### config.mk
export PLATFORM = sky130hd
export DESIGN_NAME = alb_front
export DESIGN_NICKNAME = d
export VERILOG_FILES = /design/src/alb_pkg.sv /design/src/alb_front.sv
export SDC_FILE = /design/constraint.sdc
export NUM_CORES = 1
export LEC_CHECK = 0
export ABC_AREA = 1
export BUFFER_PORTS_ARGS = -buffer_cell sky130_fd_sc_hd__buf_2
export CAP_MARGIN = 5
export CORE_ASPECT_RATIO = 1.4
export CORE_MARGIN = 5
export CORE_UTILIZATION = 50
export CTS_CLUSTER_SIZE = 20
export DETAILED_ROUTE_END_ITERATION = 12
export PLACE_DENSITY = 0.71
export SYNTH_ARGS = -nofsm -noshare
export SYNTH_HDL_FRONTEND = slang
export SYNTH_SLANG_ARGS = --single-unit
### constraint.sdc
create_clock -name clk -period 12.45 [get_ports clk]
set_clock_uncertainty 0.05 [all_clocks]
set_input_delay 0 -clock clk [delete_from_list [all_inputs] [get_ports clk]]
set_output_delay 0 -clock clk [all_outputs]
set_load 0.05 [all_outputs]
### src/alb_pkg.sv
// Shared types and constants of the antialiased line blender.
// Holds the word formats, command kinds and the queue entry type.
// Depends on nothing; every other file imports it.
`default_nettype none
package alb_pkg;

  localparam int COORD_W        = 20;
  localparam int GRAD_FRAC      = 16;
  localparam int SIZE_W         = 11;
  localparam int CFG_W          = 7;
  localparam int CFG_IDX_W      = 1;
  localparam int DEF_MAX_WIDTH  = 64;
  localparam int DEF_MAX_HEIGHT = 64;
  localparam int DEF_COORD_FRAC = 8;

  localparam logic [CFG_W-1:0] RESET_SIZE = 7'd64;

  localparam logic [CFG_IDX_W-1:0] REG_IMAGE_WIDTH  = 1'b0;
  localparam logic [CFG_IDX_W-1:0] REG_IMAGE_HEIGHT = 1'b1;

  localparam logic [1:0] KIND_DRAW  = 2'd0;
  localparam logic [1:0] KIND_CLEAR = 2'd1;
  localparam logic [1:0] KIND_READ  = 2'd2;

  typedef struct packed {
    logic [1:0]                kind;
    logic signed [COORD_W-1:0] start_x;
    logic signed [COORD_W-1:0] start_y;
    logic signed [COORD_W-1:0] end_x;
    logic signed [COORD_W-1:0] end_y;
    logic [7:0]                red;
    logic [7:0]                green;
    logic [7:0]                blue;
    logic [5:0]                read_col;
    logic [5:0]                read_row;
  } in_word_t;

  typedef struct packed {
    logic       is_read_data;
    logic [7:0] pixel_red;
    logic [7:0] pixel_green;
    logic [7:0] pixel_blue;
  } out_word_t;

  // A classified command: the line is already in its steep-swapped,
  // left-to-right form.
  typedef struct packed {
    logic [1:0]                kind;
    logic                      steep;
    logic signed [COORD_W-1:0] x0;
    logic signed [COORD_W-1:0] y0;
    logic signed [COORD_W-1:0] x1;
    logic [COORD_W-1:0]        dx;
    logic [COORD_W-1:0]        dy_mag;
    logic                      dy_neg;
    logic [23:0]               color;
    logic [5:0]                read_col;
    logic [5:0]                read_row;
  } cmd_t;

endpackage
`default_nettype wire

### src/alb_front.sv
// Front end of the line blender: accepts command words, classifies lines
// (steep and endpoint swaps) and queues them for the back end.
// Depends on alb_pkg.
`default_nettype none
module alb_front import alb_pkg::*; (
  input  wire logic     clk,
  input  wire logic     rst,
  input  wire logic     hold,
  input  wire logic     in_valid,
  output logic          in_ready,
  input  wire in_word_t in_data,
  output logic          q_valid,
  output cmd_t          q_cmd,
  input  wire logic     q_pop
);

  localparam int QD  = 2;
  localparam int QPW = $clog2(QD);
  localparam int QCW = $clog2(QD + 1);

  logic signed [COORD_W:0] ddx, ddy, adx, ady, dyw;
  logic signed [COORD_W-1:0] ax0, ay0, ax1, ay1;
  logic steep;
  cmd_t cmd_c;

  always_comb begin
    ddx = (COORD_W+1)'(in_data.end_x) - (COORD_W+1)'(in_data.start_x);
    ddy = (COORD_W+1)'(in_data.end_y) - (COORD_W+1)'(in_data.start_y);
    adx = ddx[COORD_W] ? -ddx : ddx;
    ady = ddy[COORD_W] ? -ddy : ddy;
    steep = ady > adx;
    ax0 = steep ? in_data.start_y : in_data.start_x;
    ay0 = steep ? in_data.start_x : in_data.start_y;
    ax1 = steep ? in_data.end_y : in_data.end_x;
    ay1 = steep ? in_data.end_x : in_data.end_y;
    cmd_c.kind     = in_data.kind;
    cmd_c.steep    = steep;
    cmd_c.color    = {in_data.red, in_data.green, in_data.blue};
    cmd_c.read_col = in_data.read_col;
    cmd_c.read_row = in_data.read_row;
    if (ax0 > ax1) begin
      cmd_c.x0 = ax1;
      cmd_c.y0 = ay1;
      cmd_c.x1 = ax0;
    end else begin
      cmd_c.x0 = ax0;
      cmd_c.y0 = ay0;
      cmd_c.x1 = ax1;
    end
    cmd_c.dx = COORD_W'((COORD_W+1)'(cmd_c.x1) - (COORD_W+1)'(cmd_c.x0));
    dyw = (COORD_W+1)'(ax0 > ax1 ? ay0 : ay1) - (COORD_W+1)'(cmd_c.y0);
    cmd_c.dy_neg = dyw[COORD_W];
    cmd_c.dy_mag = COORD_W'(dyw[COORD_W] ? -dyw : dyw);
  end

  cmd_t           entry [QD];
  logic [QPW-1:0] wp, rp;
  logic [QCW-1:0] cnt;
  logic           push;

  assign in_ready = (cnt < QCW'(QD)) && !hold;
  assign push     = in_valid && in_ready;
  assign q_valid  = cnt != '0;
  assign q_cmd    = entry[rp];

  always_ff @(posedge clk) begin
    if (push) begin
      entry[wp] <= cmd_c;
    end
    if (rst) begin
      wp  <= '0;
      rp  <= '0;
      cnt <= '0;
    end else begin
      if (push) wp <= QPW'(wp + 1'b1);
      if (q_pop) rp <= QPW'(rp + 1'b1);
      cnt <= QCW'(cnt + QCW'(push) - QCW'(q_pop));
    end
  end

endmodule
`default_nettype wire

* After elaboration in Yosys (flattened, before gate mapping)
Memories as Yosys holds them, arrays and structs flattened. A register that Yosys moved wholly into a read port is not among the register bits.
Cells that the tools add are included.
** Storage, ports and cells
- Memories kept :: 1
- Logic and storage cells :: 35
- Register bits :: 4
- Input bits :: 123
- Memory bits (writable) :: 280
- Output and inout port bits :: 142
** Memory list
- entry :: depth 2, bits a word 140, read ports 1, clocked after Yosys merged registers in 1, wr ports 1, RTL line alb_front.sv:56 : cmd_t entry [QD];
** Operators by class
- Magnitude comparators :: 3
- Reduce and logical (&&, ||, !) cells :: 4
- Add/sub/neg operators :: 11
- Multiplexer cells :: 13
** Operators by type and width (number)
- $mux W20 :: 5
- $mux W21 :: 3
- $mux W60 :: 1
- $neg A21 Y21 :: 2
- $sub A20 B20 Y21 :: 2
- $gt A21 B21 Y1 :: 1
- $sub A21 B20 Y21 :: 1
- $gt A20 B20 Y1 :: 1
- $neg A20 Y20 :: 1
- $sub A20 B20 Y20 :: 1
- $mux W1 :: 4
- $add A1 B1 Y1 const B :: 2
- $add A2 B1 Y2 :: 1
- $logic_and A1 B1 Y1 :: 2
- $lt A2 B2 Y1 const B :: 1
- $reduce_bool A2 Y1 :: 1
- $sub A2 B1 Y2 :: 1
- $logic_not A1 Y1 :: 1

* Logic depth before layout (Yosys ltp)
Gate-level depths: netlist (run 1).
- Depth after elaboration :: 10
- Mapped depth :: 84
- Gate-level depth less buffers :: 77

* Worst setup path after synthesis (run 1)
No wires, ideal clock.
- Path kind :: input-to-reg
- From :: in in_data[36] (netlist name)
- To :: mem entry[0][51] (netlist name) (data pin)
- Arrival time :: 10235 ps
- Data required time :: 12130 ps
- Setup time :: 270 ps
- Stages on the path :: 77
- Setup slack :: 1895 ps
- Buffers on the path :: 8
- Cell sequence :: inv_1 -> ha_1 -> fa_1 -> nand3b_1 -> nand2_1 -> a21o_1 -> a21oi_1 -> o21ai_0 -> nand3_1 -> nand2_1 -> nand3_1 -> nand2_1 -> nand2_1 -> nand2_1 -> nand2_1 -> nand2_1 -> nand3_1 -> nand2_1 -> [... 41 more ...] -> o21bai_1 -> a21oi_1 -> o21bai_1 -> nand3_1 -> nand2_1 -> a21oi_1 -> o21ai_0 -> nand2_1 -> nand2_1 -> a21oi_1 -> or3_1 -> and3_1 -> inv_1 -> nand2_1 -> nand2_1 -> inv_1 -> or2_2 -> xor2_1
** RTL lines
- start: declaration :: RTL line alb_front.sv:11 : input wire in_word_t in_data,
- end: declaration :: RTL line alb_front.sv:56

==> qor.yml, run 1 <==
final_hold_viol_count: 0
port_buffers: 264
cts_made_buffers: 25
start_kind: "input pin"
r2r_start: "cnt[1]"
root_buffer: "clkbuf_16"
drive_above_1_share_pct: 23.1
syn_inst: 1961
start_util_pct: 50.9
r2r_cells: 5
reg2reg_to: "entry[0][119]"
synth.top_cell.area_share_pct: 46.0
hp-class: "input pin to flop"
worstPathRequired_ps: 12660
worstMarginPinSlew_ps: 1030
post-route-drc-count: 0
cp_common_cell: "nand2_1"
critical_path_arrival_ps: 11500
rsz0062_at_grt: "false"
cts_tree: "yes"
post-place-ws_ps: 907
pin_count: 265
ys_ff_latch: 285
ys_top_cells_by_area: "edfxtp_1 (46%), nand2_1 (9.2%), mux2_2 (8.6%)"
crit_type: "input pin to flop"
syn_area_sq_mm: 0.0183
cp_slowest_cell: "dlygate4sd3_1"
multi_input_comb_area_sq_mm: 0.00838
hold_start: "in_data[63]"
cts_sinks: 285
clk_latency_ps: 520
fin_crit_sh_pct: 90.7
setup_violations: 0
synth-seq-area-share_pct: 46.6
clk_pin_slew_ps: 70
max-clock-path-buffers: 3
design_area_sq_mm: 0.0214
crit_fanout: 48
period_minus_slack_ps: 11290
cts_setup_buffers: 0
setup_slack_ps: 1160
slew_viol_final: 0
dieArea_sq_mm: 0.0405
slowest_delay_ps: 550
yosysUniqueCellTypes: 44
die_h_microns: 236
vias: 14600
rows: 82
core_sq_mm: 0.0359
reg2reg_slack_ps: 9480
gp_congestion: 1.03
syn2layout_area_growth_pct: 16.9
async_flop_share_pct: 0
via_per_inst: 5.31
mostFrequentLayoutCell: "nand2_1"
dr.first_iter.drc_count: 1011
fin_nets: 2497
finalSetupTns_ps: 0
htree_levels: 1
syn_area_per_cell_sq_um: 9.31
ys_warn_count: 0
grt_max_degree: 80
ys.flop_type: "edfxtp_1"
syn-num-nets: 2191
routed_wl_mm: 51.1
nFillCells: 3161
end_kind: "flop"
hold_ws_ps: 24.2
placed_area_sq_mm: 0.0201
yosys.area.top_type: "edfxtp_1"
die_w_microns: 172
final_cell_mix: "nand2_1 (446), inv_1 (290), edfxtp_1 (280), buf_2 (264), o21ai_0 (141)"
grt_pass1_vias: 14500
synth_edf_count: 280
drt_pass1_iterations: 5
antenna_found_initial: 1
track_usage_pct: 24.4
wl_per_cell_microns: 18.6
grt-ovfl-total: 0
regArea_sq_mm: 0.00851
max_freq_mhz: 88.5
grt_pass1_wl_mm: 78.0
slew-limit-headroom_pct: 31.3
holdPathEnd: "entry[1][84]"
maxCapViolCount: 0
ant_nets: 0
status: "completed"
hold_path_depth: 5
dp_hpwl_mm: 40.9
## critical path, delay by kind of cell
kind	cells	cell delay (ps)
fa+ha+maj	4	1510
buf+inv	12	2250
compound gates	14	2670
simple gates	38	4730
xor+xnor	2	320
## synth_stat cells, drive strengths merged (4+ instances only)
master	count
nand2	471
inv	300
edfxtp	280
o21ai	162
mux2	140
ha	104
xor2	86
a21oi	80
nand3	79
nor2	73
clkbuf	37
xnor2	30
nor3	28
nand4	25
buf	16
o21bai	7
or2	7
dfxtp	5
nor4	5
o31ai	5
nand3b	4
## how the worst max path moves through the flow
stage	to	startpoint	slack, ps	cells after the start
floorplan	entry[0][51]	in_data[36]	1890	77
global placement	entry[0][51]	in_data[79]	1090	70
detailed placement	entry[1][51]	in_data[36]	910	69
CTS	entry[1][51]	in_data[38]	980	68
global route	entry[1][51]	in_data[38]	50	68
finish	entry[1][51]	in_data[38]	1160	70
## metal layers
metal	global-route usage [%]	part of all wire, %	wire length (microns)
met5	0	0	0
met4	8.82	3.9	1970
met3	2.80	6.2	3190
met2	42.9	50	25700
met1	30.8	40	20200
## repair_timing
| action | 4_1_cts | 5_1_grt |
|---|---|---|
| resized for setup | 0 | 2 |
| endpoints found under the hold margin | 83 | 0 |
| endpoints found under the setup margin | 0 | 34 |
| hold buffers | 44 | 0 |
## stage by stage
stage | instances | util, %
finish | 2749 | 59.5
global route | 2748 | 59.5
CTS | 2747 | 59.4
detailed placement | 2658 | 56.0
global placement | 2658 | 56.0
floorplan | 1961 | -
## cell families (layout without fill, tap and decap cells)
kind of cell,after synthesis,after routing,share of synthesized area [%]
AOI/OAI and AO/OA,264,264,7.71
xor gates and xnor gates,116,116,5.56
adders and majority gates,107,107,7.46
buffers and inverters,353,677,7.59
DFF,285,285,46.6
muxes,140,140,8.63
other,0,2,0
and+or+nand+nor,696,696,16.5
## sequential cells by signal, indices dropped and copies added, names as in the netlist, named ones only
signal / cells
wp: 1
cnt: 2
rp: 1
entry: 280
## final cells by class
| type | instances | area share [%] |
|---|---|---|
| Sequential cell | 285 | 39.9 |
| Antenna cell | 2 | 0.0234 |
| Inverter | 300 | 5.29 |
| Multi-Input combinational cell | 1323 | 39.3 |
| Clock buffer | 28 | 2.98 |
| Tap cell | 462 | 2.71 |
| Clock inverter | 17 | 0.797 |
| Timing Repair Buffer | 332 | 9.09 |
Power of run 1 is not shown: default switching activity piles up to over one toggle a cycle in this logic, so the estimate is an artifact.
==> run 2, diff against run 1 <==
- ABC_AREA: 1 -> unset
==> run 2 against run 1 <==
  * First-iteration DRC count fell by 6.7%
  * Final area rose by 5.5%
  * Synthesized area rose by 3.2%
  * Non-clock buffer count rose by 50
  * Flip-flop and latch count did not move
  * Count of clock-buffer cells in the layout rose by 4
  * Synthesized cell count fell by 7.6%
  * Via count rose by 4.1%
  * Cell count fell by 3.4%
  * Critical path type unchanged
  * Critical endpoint is now entry[0][56]
==> qor.yml, run 2 <==
status: "completed"  # unchanged
grt-ovfl-total: 0  # unchanged
cts_sinks: 285  # unchanged
final_cell_mix: "edfxtp_1 (280), buf_2 (264), nor2_1 (169), nand2_1 (151), mux2_2 (142)"  # was nand2_1 (446), inv_1 (290), edfxtp_1 (280), buf_2 (264), o21ai_0 (141)
rows: 84  # was 82
top_register: "entry"  # unchanged
pin_count: 265  # unchanged
clk_pin_slew_ps: 60  # was 70 ps
ys.flop_type: "edfxtp_1"  # unchanged
clk_latency_ps: 540  # was 520 ps
vias: 15200  # was 14600
slew_viol_final: 0  # unchanged
worstMarginPinSlew_ps: 1120  # was 1030 ps
grt_max_degree: 78  # was 80
hp-class: "input pin to flop"  # unchanged
fin_crit_sh_pct: 93.0  # was 90.7%
gp_congestion: 0.974  # was 1.03
grt.met1_usage_pct: 30.2  # was 30.8%
finalSetupTns_ps: 0  # unchanged
syn2layout_area_growth_pct: 19.6  # was 16.9%
antenna_found_initial: 6  # was 1
crit_type: "input pin to flop"  # unchanged
drive_above_1_share_pct: 25.2  # was 23.1%
end_kind: "flop"  # unchanged
yosys.area.top_type: "edfxtp_1"  # unchanged
grt_pass1_vias: 15000  # was 14500
busiest_layer: "met2"  # unchanged
root_buffer: "clkbuf_16"  # unchanged
hold_path_depth: 3  # was 5
regArea_sq_mm: 0.00851  # unchanged
multi_input_comb_area_sq_mm: 0.00964  # was 0.00838 sq mm
r2r_cells: 5  # unchanged
wl_per_cell_microns: 20.7  # was 18.6 microns
critical_path_arrival_ps: 11800  # was 11500 ps
slew-limit-headroom_pct: 25.3  # was 31.3%
cts_made_buffers: 27  # was 25
ys_top_cells_by_area: "edfxtp_1 (45%), mux2_2 (8.5%), ha_1 (6.9%)"  # was edfxtp_1 (46%), nand2_1 (9.2%), mux2_2 (8.6%)
start_util_pct: 50.4  # was 50.9%
synth.top_cell.area_share_pct: 44.6  # was 46.0%
grt_pass1_wl_mm: 83.5  # was 78.0 mm
port_buffers: 264  # unchanged
dp_hpwl_mm: 42.8  # was 40.9 mm
ant_nets: 0  # unchanged
syn_area_per_cell_sq_um: 10.4  # was 9.31 sq um
rsz0062_at_grt: "false"  # unchanged
htree_levels: 1  # unchanged
start_kind: "input pin"  # unchanged
routed_wl_mm: 54.9  # was 51.1 mm
maxCapViolCount: 0  # unchanged
syn-num-nets: 2041  # was 2191
mostFrequentLayoutCell: "edfxtp_1"  # was nand2_1
use_met3_pct: 3.55  # was 2.80%
ys_ff_latch: 285  # unchanged
synth_edf_count: 280  # unchanged
via_per_inst: 5.73  # was 5.31
largest_register_ffs: 280  # unchanged
slowest_delay_ps: 530  # was 550 ps
track_usage_pct: 25.3  # was 24.4%
fin_nets: 2388  # was 2497
core_sq_mm: 0.0374  # was 0.0359 sq mm
nFillCells: 3147  # was 3161
drt_pass1_iterations: 7  # was 5
cts_tree: "yes"  # unchanged
dieArea_sq_mm: 0.0417  # was 0.0405 sq mm
max-clock-path-buffers: 3  # unchanged
post-route-drc-count: 0  # unchanged
synth_common_cells: "edfxtp_1 (280), nor2_1 (170), nand2_1 (151)"  # was nand2_1 (446), inv_1 (290), edfxtp_1 (280)
final_hold_viol_count: 0  # unchanged
worstPathRequired_ps: 12680  # was 12660 ps
crit_fanout: 24  # was 48
cp_slowest_cell: "dlygate4sd3_1"  # unchanged
die_w_microns: 174  # was 172 microns
yosysUniqueCellTypes: 85  # was 44
dr.first_iter.drc_count: 943  # was 1011
synth_most_common_cell: "edfxtp_1"  # was nand2_1
met2_usage_pct: 45.2  # was 42.9%
max_freq_mhz: 86.4  # was 88.5 MHz
ys_warn_count: 0  # unchanged
syn_area_sq_mm: 0.0188  # was 0.0183 sq mm
largest_registers: "entry x280, cnt x2"  # unchanged
async_flop_share_pct: 0  # unchanged
die_h_microns: 240  # was 236 microns
setup_violations: 0  # unchanged
synth-seq-area-share_pct: 45.2  # was 46.6%
cp_common_cell: "a21oi_1"  # was nand2_1
syn_inst: 1811  # was 1961
period_minus_slack_ps: 11570  # was 11290 ps
[run 2: cell count changes in the layout (fill, tap and decap cells not counted), moves of 35 or more]
cell,delta
nor2_1,+100
mux2i_1,+78
inv_1,-157
xor2_1,-35
nand2_1,-295
o21ai_0,-91
a21oi_1,+55
nand3_1,-46
[run 2: area by class of cell]
type                       count  share of cell area, %
clock inverter                17                  0.644
clock buffer                  32                   3.08
sequential                   285                   37.8
tap                          473                   2.63
inverter                     135                   2.27
antenna                        4                 0.0444
multi-input combinational   1327                   42.8
timing repair buffer         382                   10.7
[run 2: worst paths after layout]
path | start | endpoint | slack [ps]
worst min-delay path | in_data[76] | entry[1][77] | 20
worst max register to register | cnt[1] | entry[0][69] | 9570
worst max-delay path | in_data[56] | entry[0][56] | 880
worst min register to register | rp | rp | 490
[run 2: cell families (layout without fill, tap and decap cells)]
family	after synthesis	in the layout	synth area share (%)
and+or+nand+nor	535	535	13.5
AOI/OAI and AO/OA	359	359	12.3
DFF	285	285	45.2
muxes	220	220	12.6
buffers and inverters	199	566	4.15
adders and majority gates	114	114	7.61
xor gates and xnor gates	99	99	4.60
other	0	4	0
[run 2: timing repair]
| action | 4_1_cts | 5_1_grt |
|---|---|---|
| resized for setup | 0 | 21 |
| hold buffers | 62 | 0 |
| setup endpoints to repair | 0 | 40 |
| setup buffers | 0 | 2 |
| endpoints found under the hold margin | 109 | 0 |
[run 2: stage by stage]
| stage | setup slack [ps] | cells | instance area [sq um] | hold slack [ps] | util [%] |
|---|---|---|---|---|---|
| after global placement | 293 | 2537 | 21000 | 138 | 56.0 |
| after floorplan | 5.43 | 1811 | 18900 | 21.6 | - |
| after detailed placement | 86.4 | 2537 | 21000 | 141 | 56.0 |
| after CTS | 68.9 | 2648 | 22400 | 1.10 | 59.9 |
| after global routing | 23.1 | 2655 | 22500 | 54.5 | 60.2 |
| final | 876 | 2655 | 22500 | 22.1 | 60.2 |
[run 2: critical path, delay by kind of cell]
kind                       cells  cell delay, ps
muxes                          1             230
adders and majority gates      6            1810
and+or+nand+nor               15            3310
buffers and inverters          8            1420
xor gates and xnor gates       4             640
AOI/OAI and AO/OA             23            4370
[run 2: routing by layer]
metal  wire length, microns  vias up
met4                   2530        2
met3                   2800      109
met2                  27700      488
met5                      7        -
li1                       -     7340
met1                  21900     7272
Power of run 2 is left out for the same reason.
